$ cat src/rtl/core/lmcd_pkg.sv
// Package for the LED matrix cascade driver: widths, register addresses,
// operation and state codes, and the controller/datapath command and status structs.
// No dependencies.
package lmcd_pkg;

  localparam int MAX_MATRICES = 8;
  localparam int ROWS         = 8;
  localparam int MAT_W        = $clog2(MAX_MATRICES);
  localparam int ROW_W        = $clog2(ROWS);
  localparam int MEM_AW       = MAT_W + ROW_W;
  localparam int OP_W         = 3;
  localparam int CHAIN_W      = 4;
  localparam int BRIGHT_W     = 4;
  localparam int ADDR_W       = 4;
  localparam int DATA_W       = 8;
  localparam int CFG_IDX_W    = 2;
  localparam int CFG_DATA_W   = 4;

  localparam logic [ADDR_W-1:0] REG_DECODE     = 4'h9;
  localparam logic [ADDR_W-1:0] REG_INTENSITY  = 4'hA;
  localparam logic [ADDR_W-1:0] REG_SCAN_LIMIT = 4'hB;
  localparam logic [ADDR_W-1:0] REG_TEST       = 4'hF;
  localparam logic [ADDR_W-1:0] REG_SHUTDOWN   = 4'hC;

  localparam logic [DATA_W-1:0] DATA_ZERO       = 8'h00;
  localparam logic [DATA_W-1:0] SCAN_ALL        = 8'h07;
  localparam logic [DATA_W-1:0] SHUTDOWN_NORMAL = 8'h01;
  localparam logic [DATA_W-1:0] TEST_ENABLE     = 8'h01;

  localparam logic [BRIGHT_W-1:0] BRIGHT_MAX = 4'd9;

  localparam logic [ROW_W-1:0] INIT_LAST_STEP = 3'd4;
  localparam logic [ROW_W-1:0] ROW_LAST       = ROW_W'(ROWS - 1);

  typedef enum logic [OP_W-1:0] {
    OP_STORE    = 3'd0,
    OP_FLUSH    = 3'd1,
    OP_INIT     = 3'd2,
    OP_TEST_ON  = 3'd3,
    OP_TEST_OFF = 3'd4,
    OP_CLEAR    = 3'd5
  } op_e;

  typedef enum logic [CFG_IDX_W-1:0] {
    CFG_CHAIN  = 2'd0,
    CFG_BRIGHT = 2'd1,
    CFG_INVERT = 2'd2
  } cfg_idx_e;

  typedef enum logic [2:0] {
    ST_IDLE,
    ST_FLUSH,
    ST_INIT,
    ST_TEST,
    ST_CLEAR
  } state_e;

  typedef struct packed {
    logic              store;
    logic              issue;
    logic [ADDR_W-1:0] addr;
    logic [DATA_W-1:0] data;
    logic              use_mem;
    logic [MEM_AW-1:0] rd_addr;
    logic              latch;
    logic              last;
  } dp_cmd_t;

  typedef struct packed {
    logic              slot_free;
    logic              chain_zero;
    logic [MAT_W-1:0]  last_matrix;
    logic [DATA_W-1:0] intensity;
    logic              invert;
  } dp_stat_t;

endpackage

$ cat src/rtl/core/lmcd_in_if.sv
// Input channel of the LED matrix cascade driver: one operation word.
// Depends on lmcd_pkg.
interface lmcd_in_if;
  import lmcd_pkg::*;

  logic             valid;
  logic             ready;
  logic [OP_W-1:0]  operation;
  logic [MAT_W-1:0] matrix_index;
  logic [ROW_W-1:0] row_index;
  logic [7:0]       row_bits;

  modport source (output valid, output operation, output matrix_index,
                  output row_index, output row_bits, input ready);
  modport sink   (input valid, input operation, input matrix_index,
                  input row_index, input row_bits, output ready);
endinterface

$ cat src/rtl/core/lmcd_out_if.sv
// Output channel of the LED matrix cascade driver: one command word.
// Depends on lmcd_pkg.
interface lmcd_out_if;
  import lmcd_pkg::*;

  logic              valid;
  logic              ready;
  logic [ADDR_W-1:0] reg_address;
  logic [DATA_W-1:0] reg_data;
  logic              latch_after;
  logic              last;

  modport source (output valid, output reg_address, output reg_data,
                  output latch_after, output last, input ready);
  modport sink   (input valid, input reg_address, input reg_data,
                  input latch_after, input last, output ready);
endinterface

$ cat src/rtl/core/led_matrix_cascade_driver_unit.sv
// Top level of the LED matrix cascade driver: controller plus datapath.
// Depends on lmcd_pkg, lmcd_in_if, lmcd_out_if, lmcd_controller, lmcd_datapath.
//
// Takes one operation word at a time and emits 12-bit (address plus data) command words, one per
// cycle while the sink keeps ready high. A store emits nothing; a flush
// emits 8*N words, init 5*N, clear 8 and test on/off one, with N the chain
// length saturated to 8 (zero chain: flush and init emit nothing). The
// sequencer produces one word per cycle while the output slot is free,
// through a single frame store read port and a one-word output register; a
// new operation is taken once the sequencer has handed its final word to that
// register. The frame store reads as zero after reset without a clearing pass.
module led_matrix_cascade_driver_unit (
  input  logic                             clk_i,
  input  logic                             rst_ni,
  lmcd_in_if.sink                          in_i,
  lmcd_out_if.source                       out_o,
  input  logic                             cfg_we_i,
  input  logic [lmcd_pkg::CFG_IDX_W-1:0]   cfg_index_i,
  input  logic [lmcd_pkg::CFG_DATA_W-1:0]  cfg_data_i
);
  import lmcd_pkg::*;

  dp_cmd_t  cmd;
  dp_stat_t stat;

  lmcd_controller u_ctrl (
    .clk_i      (clk_i),
    .rst_ni     (rst_ni),
    .in_valid_i (in_i.valid),
    .in_ready_o (in_i.ready),
    .in_op_i    (in_i.operation),
    .stat_i     (stat),
    .cmd_o      (cmd)
  );

  lmcd_datapath u_dp (
    .clk_i       (clk_i),
    .rst_ni      (rst_ni),
    .cfg_we_i    (cfg_we_i),
    .cfg_index_i (cfg_index_i),
    .cfg_data_i  (cfg_data_i),
    .cmd_i       (cmd),
    .stat_o      (stat),
    .wr_matrix_i (in_i.matrix_index),
    .wr_row_i    (in_i.row_index),
    .wr_bits_i   (in_i.row_bits),
    .out_ready_i (out_o.ready),
    .out_valid_o (out_o.valid),
    .out_addr_o  (out_o.reg_address),
    .out_data_o  (out_o.reg_data),
    .out_latch_o (out_o.latch_after),
    .out_last_o  (out_o.last)
  );

endmodule

$ cat src/rtl/core/lmcd_datapath.sv
// Datapath of the LED matrix cascade driver: configuration registers, frame
// store with valid bits, and the output word register. Depends on lmcd_pkg.
module lmcd_datapath (
  input  logic                             clk_i,
  input  logic                             rst_ni,
  input  logic                             cfg_we_i,
  input  logic [lmcd_pkg::CFG_IDX_W-1:0]   cfg_index_i,
  input  logic [lmcd_pkg::CFG_DATA_W-1:0]  cfg_data_i,
  input  lmcd_pkg::dp_cmd_t                cmd_i,
  output lmcd_pkg::dp_stat_t               stat_o,
  input  logic [lmcd_pkg::MAT_W-1:0]       wr_matrix_i,
  input  logic [lmcd_pkg::ROW_W-1:0]       wr_row_i,
  input  logic [7:0]                       wr_bits_i,
  input  logic                             out_ready_i,
  output logic                             out_valid_o,
  output logic [lmcd_pkg::ADDR_W-1:0]      out_addr_o,
  output logic [lmcd_pkg::DATA_W-1:0]      out_data_o,
  output logic                             out_latch_o,
  output logic                             out_last_o
);
  import lmcd_pkg::*;

  localparam int DEPTH = MAX_MATRICES * ROWS;

  logic [CHAIN_W-1:0]  chain_q;
  logic [BRIGHT_W-1:0] bright_q;
  logic                invert_q;

  logic [7:0]          mem [DEPTH];
  logic [DEPTH-1:0]    valid_q;
  logic [MEM_AW-1:0]   wr_addr;

  logic [7:0]          rd_data_q;
  logic                rd_vld_q;
  logic                out_valid_q;
  logic [ADDR_W-1:0]   out_addr_q;
  logic [DATA_W-1:0]   out_const_q;
  logic                out_use_mem_q;
  logic                out_inv_q;
  logic                out_latch_q;
  logic                out_last_q;

  logic [7:0]          mem_byte;
  logic [BRIGHT_W-1:0] bright_clamped;

  function automatic logic [7:0] bit_reverse(input logic [7:0] v);
    logic [7:0] r;
    for (int i = 0; i < 8; i++) begin
      r[i] = v[7-i];
    end
    return r;
  endfunction

  assign wr_addr = {wr_matrix_i, wr_row_i};

  always_ff @(posedge clk_i or negedge rst_ni) begin
    if (!rst_ni) begin
      chain_q  <= CHAIN_W'(1);
      bright_q <= '0;
      invert_q <= 1'b0;
    end else if (cfg_we_i) begin
      case (cfg_idx_e'(cfg_index_i))
        CFG_CHAIN:  chain_q  <= cfg_data_i;
        CFG_BRIGHT: bright_q <= cfg_data_i;
        CFG_INVERT: invert_q <= cfg_data_i[0];
        default: ;
      endcase
    end
  end

  always_ff @(posedge clk_i or negedge rst_ni) begin
    if (!rst_ni) begin
      valid_q <= '0;
    end else if (cmd_i.store) begin
      valid_q[wr_addr] <= 1'b1;
    end
  end

  always_ff @(posedge clk_i) begin
    if (cmd_i.store) begin
      mem[wr_addr] <= wr_bits_i;
    end
  end

  always_ff @(posedge clk_i) begin
    if (cmd_i.issue) begin
      rd_data_q <= mem[cmd_i.rd_addr];
    end
  end

  always_ff @(posedge clk_i or negedge rst_ni) begin
    if (!rst_ni) begin
      rd_vld_q <= 1'b0;
    end else if (cmd_i.issue) begin
      rd_vld_q <= valid_q[cmd_i.rd_addr];
    end
  end

  always_ff @(posedge clk_i or negedge rst_ni) begin
    if (!rst_ni) begin
      out_valid_q <= 1'b0;
    end else if (cmd_i.issue) begin
      out_valid_q <= 1'b1;
    end else if (out_ready_i) begin
      out_valid_q <= 1'b0;
    end
  end

  always_ff @(posedge clk_i) begin
    if (cmd_i.issue) begin
      out_addr_q    <= cmd_i.addr;
      out_const_q   <= cmd_i.data;
      out_use_mem_q <= cmd_i.use_mem;
      out_inv_q     <= invert_q;
      out_latch_q   <= cmd_i.latch;
      out_last_q    <= cmd_i.last;
    end
  end

  assign mem_byte = rd_vld_q ? rd_data_q : 8'h00;
  assign bright_clamped = (bright_q > BRIGHT_MAX) ? BRIGHT_MAX : bright_q;

  assign out_valid_o = out_valid_q;
  assign out_addr_o  = out_addr_q;
  assign out_data_o  = !out_use_mem_q ? out_const_q :
                       (out_inv_q ? bit_reverse(mem_byte) : mem_byte);
  assign out_latch_o = out_latch_q;
  assign out_last_o  = out_last_q;

  always_comb begin
    stat_o.slot_free  = !out_valid_q || out_ready_i;
    stat_o.chain_zero = (chain_q == '0);
    if (chain_q >= CHAIN_W'(MAX_MATRICES)) begin
      stat_o.last_matrix = MAT_W'(MAX_MATRICES - 1);
    end else begin
      stat_o.last_matrix = MAT_W'(chain_q - CHAIN_W'(1));
    end
    stat_o.intensity = DATA_W'(bright_clamped);
    stat_o.invert    = invert_q;
  end

endmodule

$ cat src/rtl/core/lmcd_controller.sv
// Controller of the LED matrix cascade driver: operation decode and the word
// sequencer for flush, init, test and clear runs. Depends on lmcd_pkg.
module lmcd_controller (
  input  logic                        clk_i,
  input  logic                        rst_ni,
  input  logic                        in_valid_i,
  output logic                        in_ready_o,
  input  logic [lmcd_pkg::OP_W-1:0]   in_op_i,
  input  lmcd_pkg::dp_stat_t          stat_i,
  output lmcd_pkg::dp_cmd_t           cmd_o
);
  import lmcd_pkg::*;

  state_e           state_q, state_d;
  logic [ROW_W-1:0] grp_q, grp_d;
  logic [MAT_W-1:0] idx_q, idx_d;
  logic             test_on_q, test_on_d;

  logic             accept;
  logic             at_last_mat;
  logic [MAT_W-1:0] rd_matrix;
  logic [ROW_W-1:0] rd_row;

  assign in_ready_o  = (state_q == ST_IDLE);
  assign accept      = in_valid_i && in_ready_o;
  assign at_last_mat = (idx_q == stat_i.last_matrix);
  assign rd_matrix   = stat_i.invert ? MAT_W'(stat_i.last_matrix - idx_q) : idx_q;
  assign rd_row      = stat_i.invert ? ROW_W'(ROW_LAST - grp_q) : grp_q;

  always_ff @(posedge clk_i or negedge rst_ni) begin
    if (!rst_ni) begin
      state_q   <= ST_IDLE;
      grp_q     <= '0;
      idx_q     <= '0;
      test_on_q <= 1'b0;
    end else begin
      state_q   <= state_d;
      grp_q     <= grp_d;
      idx_q     <= idx_d;
      test_on_q <= test_on_d;
    end
  end

  always_comb begin
    state_d   = state_q;
    grp_d     = grp_q;
    idx_d     = idx_q;
    test_on_d = test_on_q;
    case (state_q)
      ST_IDLE: begin
        grp_d = '0;
        idx_d = '0;
        if (accept) begin
          case (op_e'(in_op_i))
            OP_FLUSH:    if (!stat_i.chain_zero) state_d = ST_FLUSH;
            OP_INIT:     if (!stat_i.chain_zero) state_d = ST_INIT;
            OP_TEST_ON: begin
              state_d   = ST_TEST;
              test_on_d = 1'b1;
            end
            OP_TEST_OFF: begin
              state_d   = ST_TEST;
              test_on_d = 1'b0;
            end
            OP_CLEAR:    state_d = ST_CLEAR;
            default: ;
          endcase
        end
      end
      ST_FLUSH, ST_INIT: begin
        if (cmd_o.issue) begin
          if (cmd_o.last) begin
            state_d = ST_IDLE;
          end else if (at_last_mat) begin
            idx_d = '0;
            grp_d = grp_q + ROW_W'(1);
          end else begin
            idx_d = idx_q + MAT_W'(1);
          end
        end
      end
      ST_CLEAR: begin
        if (cmd_o.issue) begin
          if (cmd_o.last) begin
            state_d = ST_IDLE;
          end else begin
            grp_d = grp_q + ROW_W'(1);
          end
        end
      end
      ST_TEST: begin
        if (cmd_o.issue) begin
          state_d = ST_IDLE;
        end
      end
      default: state_d = ST_IDLE;
    endcase
  end

  always_comb begin
    cmd_o.store   = accept && (op_e'(in_op_i) == OP_STORE);
    cmd_o.issue   = (state_q != ST_IDLE) && stat_i.slot_free;
    cmd_o.addr    = ADDR_W'(grp_q) + ADDR_W'(1);
    cmd_o.data    = DATA_ZERO;
    cmd_o.use_mem = 1'b0;
    cmd_o.rd_addr = {rd_matrix, rd_row};
    cmd_o.latch   = 1'b1;
    cmd_o.last    = 1'b0;
    case (state_q)
      ST_FLUSH: begin
        cmd_o.use_mem = 1'b1;
        cmd_o.latch   = at_last_mat;
        cmd_o.last    = at_last_mat && (grp_q == ROW_LAST);
      end
      ST_INIT: begin
        cmd_o.last = at_last_mat && (grp_q == INIT_LAST_STEP);
        case (grp_q)
          3'd0: begin
            cmd_o.addr = REG_DECODE;
            cmd_o.data = DATA_ZERO;
          end
          3'd1: begin
            cmd_o.addr = REG_INTENSITY;
            cmd_o.data = stat_i.intensity;
          end
          3'd2: begin
            cmd_o.addr = REG_SCAN_LIMIT;
            cmd_o.data = SCAN_ALL;
          end
          3'd3: begin
            cmd_o.addr = REG_TEST;
            cmd_o.data = DATA_ZERO;
          end
          default: begin
            cmd_o.addr = REG_SHUTDOWN;
            cmd_o.data = SHUTDOWN_NORMAL;
          end
        endcase
      end
      ST_TEST: begin
        cmd_o.addr = REG_TEST;
        cmd_o.data = test_on_q ? TEST_ENABLE : DATA_ZERO;
        cmd_o.last = 1'b1;
      end
      ST_CLEAR: begin
        cmd_o.last = (grp_q == ROW_LAST);
      end
      default: ;
    endcase
  end

`ifndef SYNTHESIS
  assert property (@(posedge clk_i) disable iff (!rst_ni)
    (cmd_o.issue && cmd_o.last) |=> (state_q == ST_IDLE))
    else $error("run did not end after its final word");

  assert property (@(posedge clk_i) disable iff (!rst_ni)
    (state_q == ST_INIT) |-> (grp_q <= INIT_LAST_STEP))
    else $error("init step counter out of range");

  assert property (@(posedge clk_i) disable iff (!rst_ni)
    cmd_o.issue |-> !cmd_o.store)
    else $error("frame store written during a run");

  assert property (@(posedge clk_i) disable iff (!rst_ni)
    (state_q == ST_TEST) |-> (cmd_o.last && cmd_o.latch))
    else $error("test word not marked final and latched");
`endif

endmodule

$ cat src/flat_wrapper.sv
// flat-port wrapper written by rule: the top's interface ports become plain ports
module led_matrix_cascade_driver_unit_flat import lmcd_pkg::*;
  (clk_i, rst_ni, cfg_we_i, cfg_index_i, cfg_data_i, in_i_valid, in_i_operation, in_i_matrix_index, in_i_row_index, in_i_row_bits, in_i_ready, out_o_valid, out_o_reg_address, out_o_reg_data, out_o_latch_after, out_o_last, out_o_ready);
  lmcd_in_if in_i_i ();
  lmcd_out_if out_o_i ();
  input  logic clk_i;
  input  logic rst_ni;
  input  logic cfg_we_i;
  input  logic [lmcd_pkg::CFG_IDX_W-1:0] cfg_index_i;
  input  logic [lmcd_pkg::CFG_DATA_W-1:0] cfg_data_i;
  input wire logic [$bits(in_i_i.valid)-1:0] in_i_valid;
  input wire logic [$bits(in_i_i.operation)-1:0] in_i_operation;
  input wire logic [$bits(in_i_i.matrix_index)-1:0] in_i_matrix_index;
  input wire logic [$bits(in_i_i.row_index)-1:0] in_i_row_index;
  input wire logic [$bits(in_i_i.row_bits)-1:0] in_i_row_bits;
  output wire logic [$bits(in_i_i.ready)-1:0] in_i_ready;
  output wire logic [$bits(out_o_i.valid)-1:0] out_o_valid;
  output wire logic [$bits(out_o_i.reg_address)-1:0] out_o_reg_address;
  output wire logic [$bits(out_o_i.reg_data)-1:0] out_o_reg_data;
  output wire logic [$bits(out_o_i.latch_after)-1:0] out_o_latch_after;
  output wire logic [$bits(out_o_i.last)-1:0] out_o_last;
  input wire logic [$bits(out_o_i.ready)-1:0] out_o_ready;
  assign in_i_i.valid = in_i_valid;
  assign in_i_i.operation = in_i_operation;
  assign in_i_i.matrix_index = in_i_matrix_index;
  assign in_i_i.row_index = in_i_row_index;
  assign in_i_i.row_bits = in_i_row_bits;
  assign in_i_ready = in_i_i.ready;
  assign out_o_valid = out_o_i.valid;
  assign out_o_reg_address = out_o_i.reg_address;
  assign out_o_reg_data = out_o_i.reg_data;
  assign out_o_latch_after = out_o_i.latch_after;
  assign out_o_last = out_o_i.last;
  assign out_o_i.ready = out_o_ready;
  led_matrix_cascade_driver_unit u_core (.clk_i(clk_i), .rst_ni(rst_ni), .in_i(in_i_i), .out_o(out_o_i), .cfg_we_i(cfg_we_i), .cfg_index_i(cfg_index_i), .cfg_data_i(cfg_data_i));
endmodule
$ cat config.mk
export PLATFORM = sky130hd
export DESIGN_NAME = led_matrix_cascade_driver_unit_flat
export DESIGN_NICKNAME = d
export VERILOG_FILES = /design/src/rtl/core/lmcd_pkg.sv /design/src/rtl/core/lmcd_in_if.sv /design/src/rtl/core/lmcd_out_if.sv /design/src/rtl/core/led_matrix_cascade_driver_unit.sv /design/src/rtl/core/lmcd_datapath.sv /design/src/rtl/core/lmcd_controller.sv /design/src/flat_wrapper.sv
export SDC_FILE = /design/constraint.sdc
export NUM_CORES = 1
export LEC_CHECK = 0
export ABC_AREA = 1
export ABC_CLOCK_PERIOD_IN_PS = 3900
export BUFFER_PORTS_ARGS = -buffer_cell sky130_fd_sc_hd__buf_2
export CORE_UTILIZATION = 40
export CTS_CLUSTER_DIAMETER = 40
export DETAILED_ROUTE_END_ITERATION = 6
export HOLD_SLACK_MARGIN = 0.12
export PLACE_DENSITY_LB_ADDON = 0.08
export SKIP_LAST_GASP = 1
export SLEW_MARGIN = 20
export SYNTH_ARGS = -nofsm -noshare
export SYNTH_HDL_FRONTEND = slang
export SYNTH_SLANG_ARGS = --single-unit
$ cat constraint.sdc
create_clock -name clk_i -period 3.9 [get_ports clk_i]
set_clock_uncertainty 0.1 [all_clocks]
set_input_delay 0.78 -clock clk_i [delete_from_list [all_inputs] [get_ports clk_i]]
set_output_delay 0.78 -clock clk_i [all_outputs]
set_load 0.02 [all_outputs]
---- Word-level counts from Yosys, hierarchy flattened ----
Memories as Yosys holds them, arrays and structs flattened. A register that Yosys moved wholly into a read port is not among the register bits.
Index checks and enable logic that the tools add are counted.
word-level totals
  bits in registers ....................... 101
  bits in writable memories ............... 512
  input bits .............................. 28
  output and inout bits ................... 16
  word-level logic and storage cells ...... 125
  memories ................................ 1
operators by class
  add/subtract/negate cells ............... 6
  $lt $le $gt $ge ......................... 5
  eq/ne operators ......................... 29
  mux-type cells .......................... 39
  bitwise logic cells ..................... 1
  reductions and logical operators ........ 28
memory list
  name             words  width  read ports  clocked after memory_dff  write ports  RTL line             source
  u_core.u_dp.mem  64     8      1           1                         1            lmcd_datapath.sv:29  logic [7:0] mem [DEPTH];
operators with widths
  kind                   count
  $or A64 B64 Y64        1
  $mux W3                17
  $pmux W11 S4           1
  $mux W8                3
  $pmux W12 S2           1
  $eq A3 B2 Y1 const B   6
  $pmux W3 S3            2
  $eq A3 B3 Y1 const B   5
  $lt A6 B7 Y1 const B   2
  $ne A2 B1 Y1 const B   6
  $pmux W3 S4            1
  $eq A3 B1 Y1 const B   3
  $logic_not A3 Y1       3
  $mux W1                8
  $reduce_and A7 Y1      1
  $add A3 B1 Y3 const B  2
  $bmux W1 S6            1
  $demux W1 S6           1
  $ge A6 B1 Y1 const B   1
  $logic_and A1 B1 Y1    6
  $ne A2 B2 Y1 const B   3
  $ne A3 B3 Y1 const B   2
  $pmux W3 S2            1
  $reduce_and A2 Y1      3
  23 further kinds       28

---- Logic depth before layout (Yosys ltp) ----
  depth in word-level cells ............... 8
  gate-level depth with buffers ........... 15
  depth with buffers taken out ............ 14

---- Cells and area by module ----
From an unflattened synthesis, not the netlist that was laid out.
unflattened totals
  cells, all modules ...................... 2,273
  area, all modules ....................... 26,058.7 um^2
by module, submodules not included
  module           instances  cells each  area each (um^2)  seq. area each (um^2)
  lmcd_datapath    1          2,086       24,865.1          17,973.5
  lmcd_controller  1          187         1,193.6           250.2

---- Worst setup path before layout ----
OpenSTA, ideal clock, no wires.
  kind .................................... reg2reg
  start point ............................. reg u_core.u_dp.chain_q[0]
  end point ............................... reg u_core.u_dp.rd_data_q[2], read port of u_core.u_dp.mem, data pin
  arrival time ............................ 2.440 ns
  path slack .............................. 1.105 ns
  cell stages (with the launch flop) ...... 12
  buffers on the path ..................... 2
  cells stage by stage .................... dfstp_2 inv_1 ha_1 nand2_1 inv_1 fa_1 o21ai_0 clkbuf_1 clkbuf_1 nand3_1 nand3_1 nand2_1
between the ends
  word-level cells in the longest chain between the ends .. 4
  elaborated cells on any way between the ends .. 5
  those cells by class .................... add/sub: 2; order compare: 1; mux: 2
RTL lines
  element                                        RTL line                                    source
  start, declared                                lmcd_datapath.sv:25                         logic [CHAIN_W-1:0] chain_q;
  start signal, assigned                         lmcd_datapath.sv:63                         CFG_CHAIN: chain_q <= cfg_data_i;
  $ge A4 B4 Y1 or $sub A3 B1 Y3 (tied branches)  lmcd_datapath.sv:133, lmcd_datapath.sv:136
  $mux W3 *                                      lmcd_datapath.sv:133                        if (chain_q >= CHAIN_W'(MAX_MATRICES)) begin
  $sub A3 B3 Y3 *                                lmcd_controller.sv:27                       assign rd_matrix = stat_i.invert ? MAT_W'(stat_i.last_matrix - idx_q) : idx_q;
  $mux W3 *                                      lmcd_controller.sv:27
  end, declared                                  lmcd_datapath.sv:33                         logic [7:0] rd_data_q;
Every way passes the cells marked *; elsewhere a longest branch is shown, timed or not.
A chain may end at the register's enable or synchronous reset.

---- Worst setup path after layout ----
  start point ............................. reg u_core.u_dp.chain_q[0]
  end point ............................... reg u_core.u_dp.rd_data_q[0], read port of u_core.u_dp.mem, data pin
The elaborated chain is that of the path after synthesis.

==> impl_metrics.py <==
metrics = {
    "sta": {
        "timing.final.crit_period_ns": 3.424,
        "hold_slack_ns": 0.3266,
        "grt_setup_unrepaired": "false",
        "drv_slew": 0,
        "setup-violations-final": 0,
        "hold_viol_final": 0,
        "relSlewSlack": 0.4261,
        "setup_ws_ns": 0.4757,
        "final.setup.tns_ns": 0,
        "tightest_slew_ns": 0.8556,
        "fin_crit_sh": 0.8780,
        "max_freq_ghz": 0.2920,
    },
    "routing": {
        "first_iter_violations": 1513,
        "antenna_left": 0,
        "wl_mm": 76.22,
        "num_vias": 17910,
        "wl_per_cell_um": 23.11,
        "drc": 0,
        "firstDrtPassIters": 5,
        "via_per_inst": 5.431,
    },
    "logic_synthesis": {
        "synth.area.top_cells": "edfxtp_1 (61%), dfrtp_1 (8.1%), o211ai_1 (6.6%), nand3_1 (4.9%), o21ai_0 (4.3%)",
        "avgSynthCellArea_um2": 11.80,
        "synth_top_area_share": 0.6127,
        "synthesis.area_mm2": 0.02608,
        "ys_warn_count": 0,
        "synth_top_area_cell": "edfxtp_1",
        "syn_nets": 2249,
        "ys_seq_elements": 617,
        "yosysUniqueCellTypes": 41,
        "ys_seq_area_frac": 0.6943,
        "synthCells": 2210,
    },
    "critical_path": {
        "crit_path_max_incr_delay_ns": 0.64,
        "crit_path_cell_trace": "inv_1 > ha_1 > nand2_1 > inv_1 > fa_1 > o21ai_2 > clkinv_1 > nand3_1 > nand3_1 > nand3_1 > nand2_1",
        "crit_path_frequent_cell": "nand3_1",
        "worst_r2r_endpoint": "u_core.u_dp.rd_data_q[0]",
        "cpLargestDelayFamily": "simple AND/OR/NAND/NOR gates",
        "worst-r2r-setup-slack_ns": 0.48,
        "cp.depth": 11,
        "crit_path_start_kind": "flip-flop",
        "endpoint": "u_core.u_dp.rd_data_q[0]",
        "critPathArrivalTime_ns": 3.72,
        "cp_max_fo": 19,
        "crit_type": "reg -> reg",
        "crit_buf_inv": 3,
        "r2r_cells": 11,
        "startpoint": "u_core.u_dp.chain_q[0]",
        "end_kind": "flip-flop",
        "r2r-start": "u_core.u_dp.chain_q[0]",
        "crit_required_ns": 4.19,
        "crit_slowest_cell": "clkinv_1",
    },
    "final_layout": {
        "utilization": 0.4884,
        "area_growth_pct": 20.75,
        "fill_cells": 5869,
        "nets": 2393,
        "drive_gt1_frac": 0.1589,
        "final_cell_mix": "edfxtp_1 (532), nand3_1 (253), o211ai_1 (229), inv_1 (223), o21ai_0 (223)",
        "layout_commonest_cell": "edfxtp_1",
    },
    "placement": {
        "hpwl_mm": 46.81,
        "portBuffers": 43,
        "dp_slack_ns": 0.5244,
        "gp_congestion": 0.8306,
    },
    "cts": {
        "post_cts_resized": 0,
        "path_clk_slew_ns": 0.05,
        "ctsHoldBuffers": 1,
        "ctsLongestPathBuffers": 3,
        "clkLatencyLatePin_ns": 0.64,
        "h-tree-depth": 3,
        "cts_setup_buffers": 0,
        "clock_sinks": 617,
        "cts-root-buf": "clkbuf_16",
        "cts_tree": "yes",
        "cts_buffers": 105,
    },
    "run_status": {
        "status": "finished clean",
    },
    "grt": {
        "antenna_found_initial": 0,
        "grt_max_degree": 84,
        "grt_usage": 0.2303,
        "grt_pass1_vias": 18080,
        "overflow": 0,
        "grt_pass1_wl_mm": 113.4,
    },
    "floorplan": {
        "fp.dieW_um": 257.3,
        "placementRows": 93,
        "core_mm2": 0.06446,
        "dieArea_mm2": 0.06621,
        "chipHeight_um": 257.3,
        "pin_count": 44,
        "initial_core_util": 0.4045,
    },
    "power_and_ir_drop": {
        "peakVddDrop_uv": 279.3,
        "leakagePower_nw": 11.60,
        "power_density_mw_per_mm2": 702.3,
    },
    "flow_run": {
        "max-cap-violations": 0,
    },
    "hold_path": {
        "hold_path.class": "in -> reg",
    },
}
worst min-delay path by stage:
stage | from | endpoint | slack, ns | cells past startpoint
floorplan | u_core.u_dp.invert_q | u_core.u_dp.out_inv_q | 0.33 | 0
global placement | u_core.u_dp.valid_q[2] | u_core.u_dp.valid_q[2] | 0.34 | 2
detailed placement | u_core.u_dp.valid_q[18] | u_core.u_dp.valid_q[18] | 0.35 | 2
CTS | cfg_data_i[1] | u_core.u_dp.bright_q[1] | 0.29 | 3
global route | cfg_data_i[1] | u_core.u_dp.bright_q[1] | 0.32 | 3
finish | cfg_data_i[3] | u_core.u_dp.bright_q[3] | 0.33 | 3
cells in the mapped netlist, drive strengths merged:
master / count
a21o: 1
a21oi: 15
a31oi: 3
a32oi: 1
buf: 77
clkbuf: 54
clkinv: 3
dfrtp: 84
dfstp: 1
edfxtp: 532
fa: 1
ha: 10
inv: 230
nand2: 224
nand3: 253
nand3b: 1
nand4: 3
nor2: 186
nor3: 4
nor4: 1
o211ai: 229
o21ai: 244
o21bai: 3
o221ai: 1
o22ai: 1
o31ai: 1
or2: 45
or3: 1
xnor2: 1
report_power, final:
part	internal, W	total [W]	switching (W)
Clock	0.00595	0.00930	0.00334
Sequential	0.00743	0.00764	0.000209
Combinational	0.00149	0.00518	0.00369
Total	0.0149	0.0221	0.00725
tightest hold or removal path, cell delays in order:
cell     delay [ns]
buf_2          0.09
inv_1          0.06
o21ai_0        0.09
state kept, by name (all words and copies together) (netlist names), 3 cells and up:
register                 cells
u_core.u_ctrl.grp_q          3
u_core.u_dp.out_const_q      4
u_core.u_dp.mem            512
u_core.u_ctrl.idx_q          3
u_core.u_ctrl.state_q        3
u_core.u_dp.out_addr_o       4
u_core.u_dp.rd_data_q        8
u_core.u_dp.bright_q         4
u_core.u_dp.valid_q         64
u_core.u_dp.chain_q          4
metal layers:
layer  track usage  vias to the layer above  part of all wire  wire, um
met5             0                        -                 0         0
met4       0.08383                        0             0.026      2000
met3       0.03940                      122             0.058      4393
met2        0.3779                      538              0.48     36750
met1        0.3068                     8986              0.43     33080
li1              -                     8265                 -         -
layout make-up:
cell class                      count  area [um2]  area share
Multi-Input combinational cell   1229        6500      0.2064
Clock inverter                     83       904.6     0.02873
Antenna cell                        1       2.502  0.00007948
Tap cell                          855        1070     0.03398
Sequential cell                   617       18100      0.5750
Inverter                          233       879.6     0.02794
Clock buffer                      112        2718     0.08631
Timing Repair Buffer              168        1309     0.04157
stage by stage:
step / area, um2 / instances / power, W
after floorplan: 26080 / 2210 / 0.01092
after global placement: 27850 / 3101 / 0.01293
after detailed placement: 27850 / 3101 / 0.01293
after CTS: 31480 / 3297 / 0.02227
after global routing: 31480 / 3297 / 0.02304
final: 31490 / 3298 / 0.02211
kinds of logic (layout without fill, tap and decap cells):
kind of cell / Yosys count / count (layout) / synth area share
AO/OA/AOI/OAI: 499 / 499 / 0.1189
XOR/XNOR: 1 / 1 / 0.0006240
adder cells (fa/ha/maj): 11 / 11 / 0.005566
buffers and inverters: 364 / 596 / 0.05816
flip-flops: 617 / 617 / 0.6943
other: 0 / 1 / 0
AND/OR/NAND/NOR: 718 / 718 / 0.1225
No activity file was read; power rests on OpenSTA's default activity.
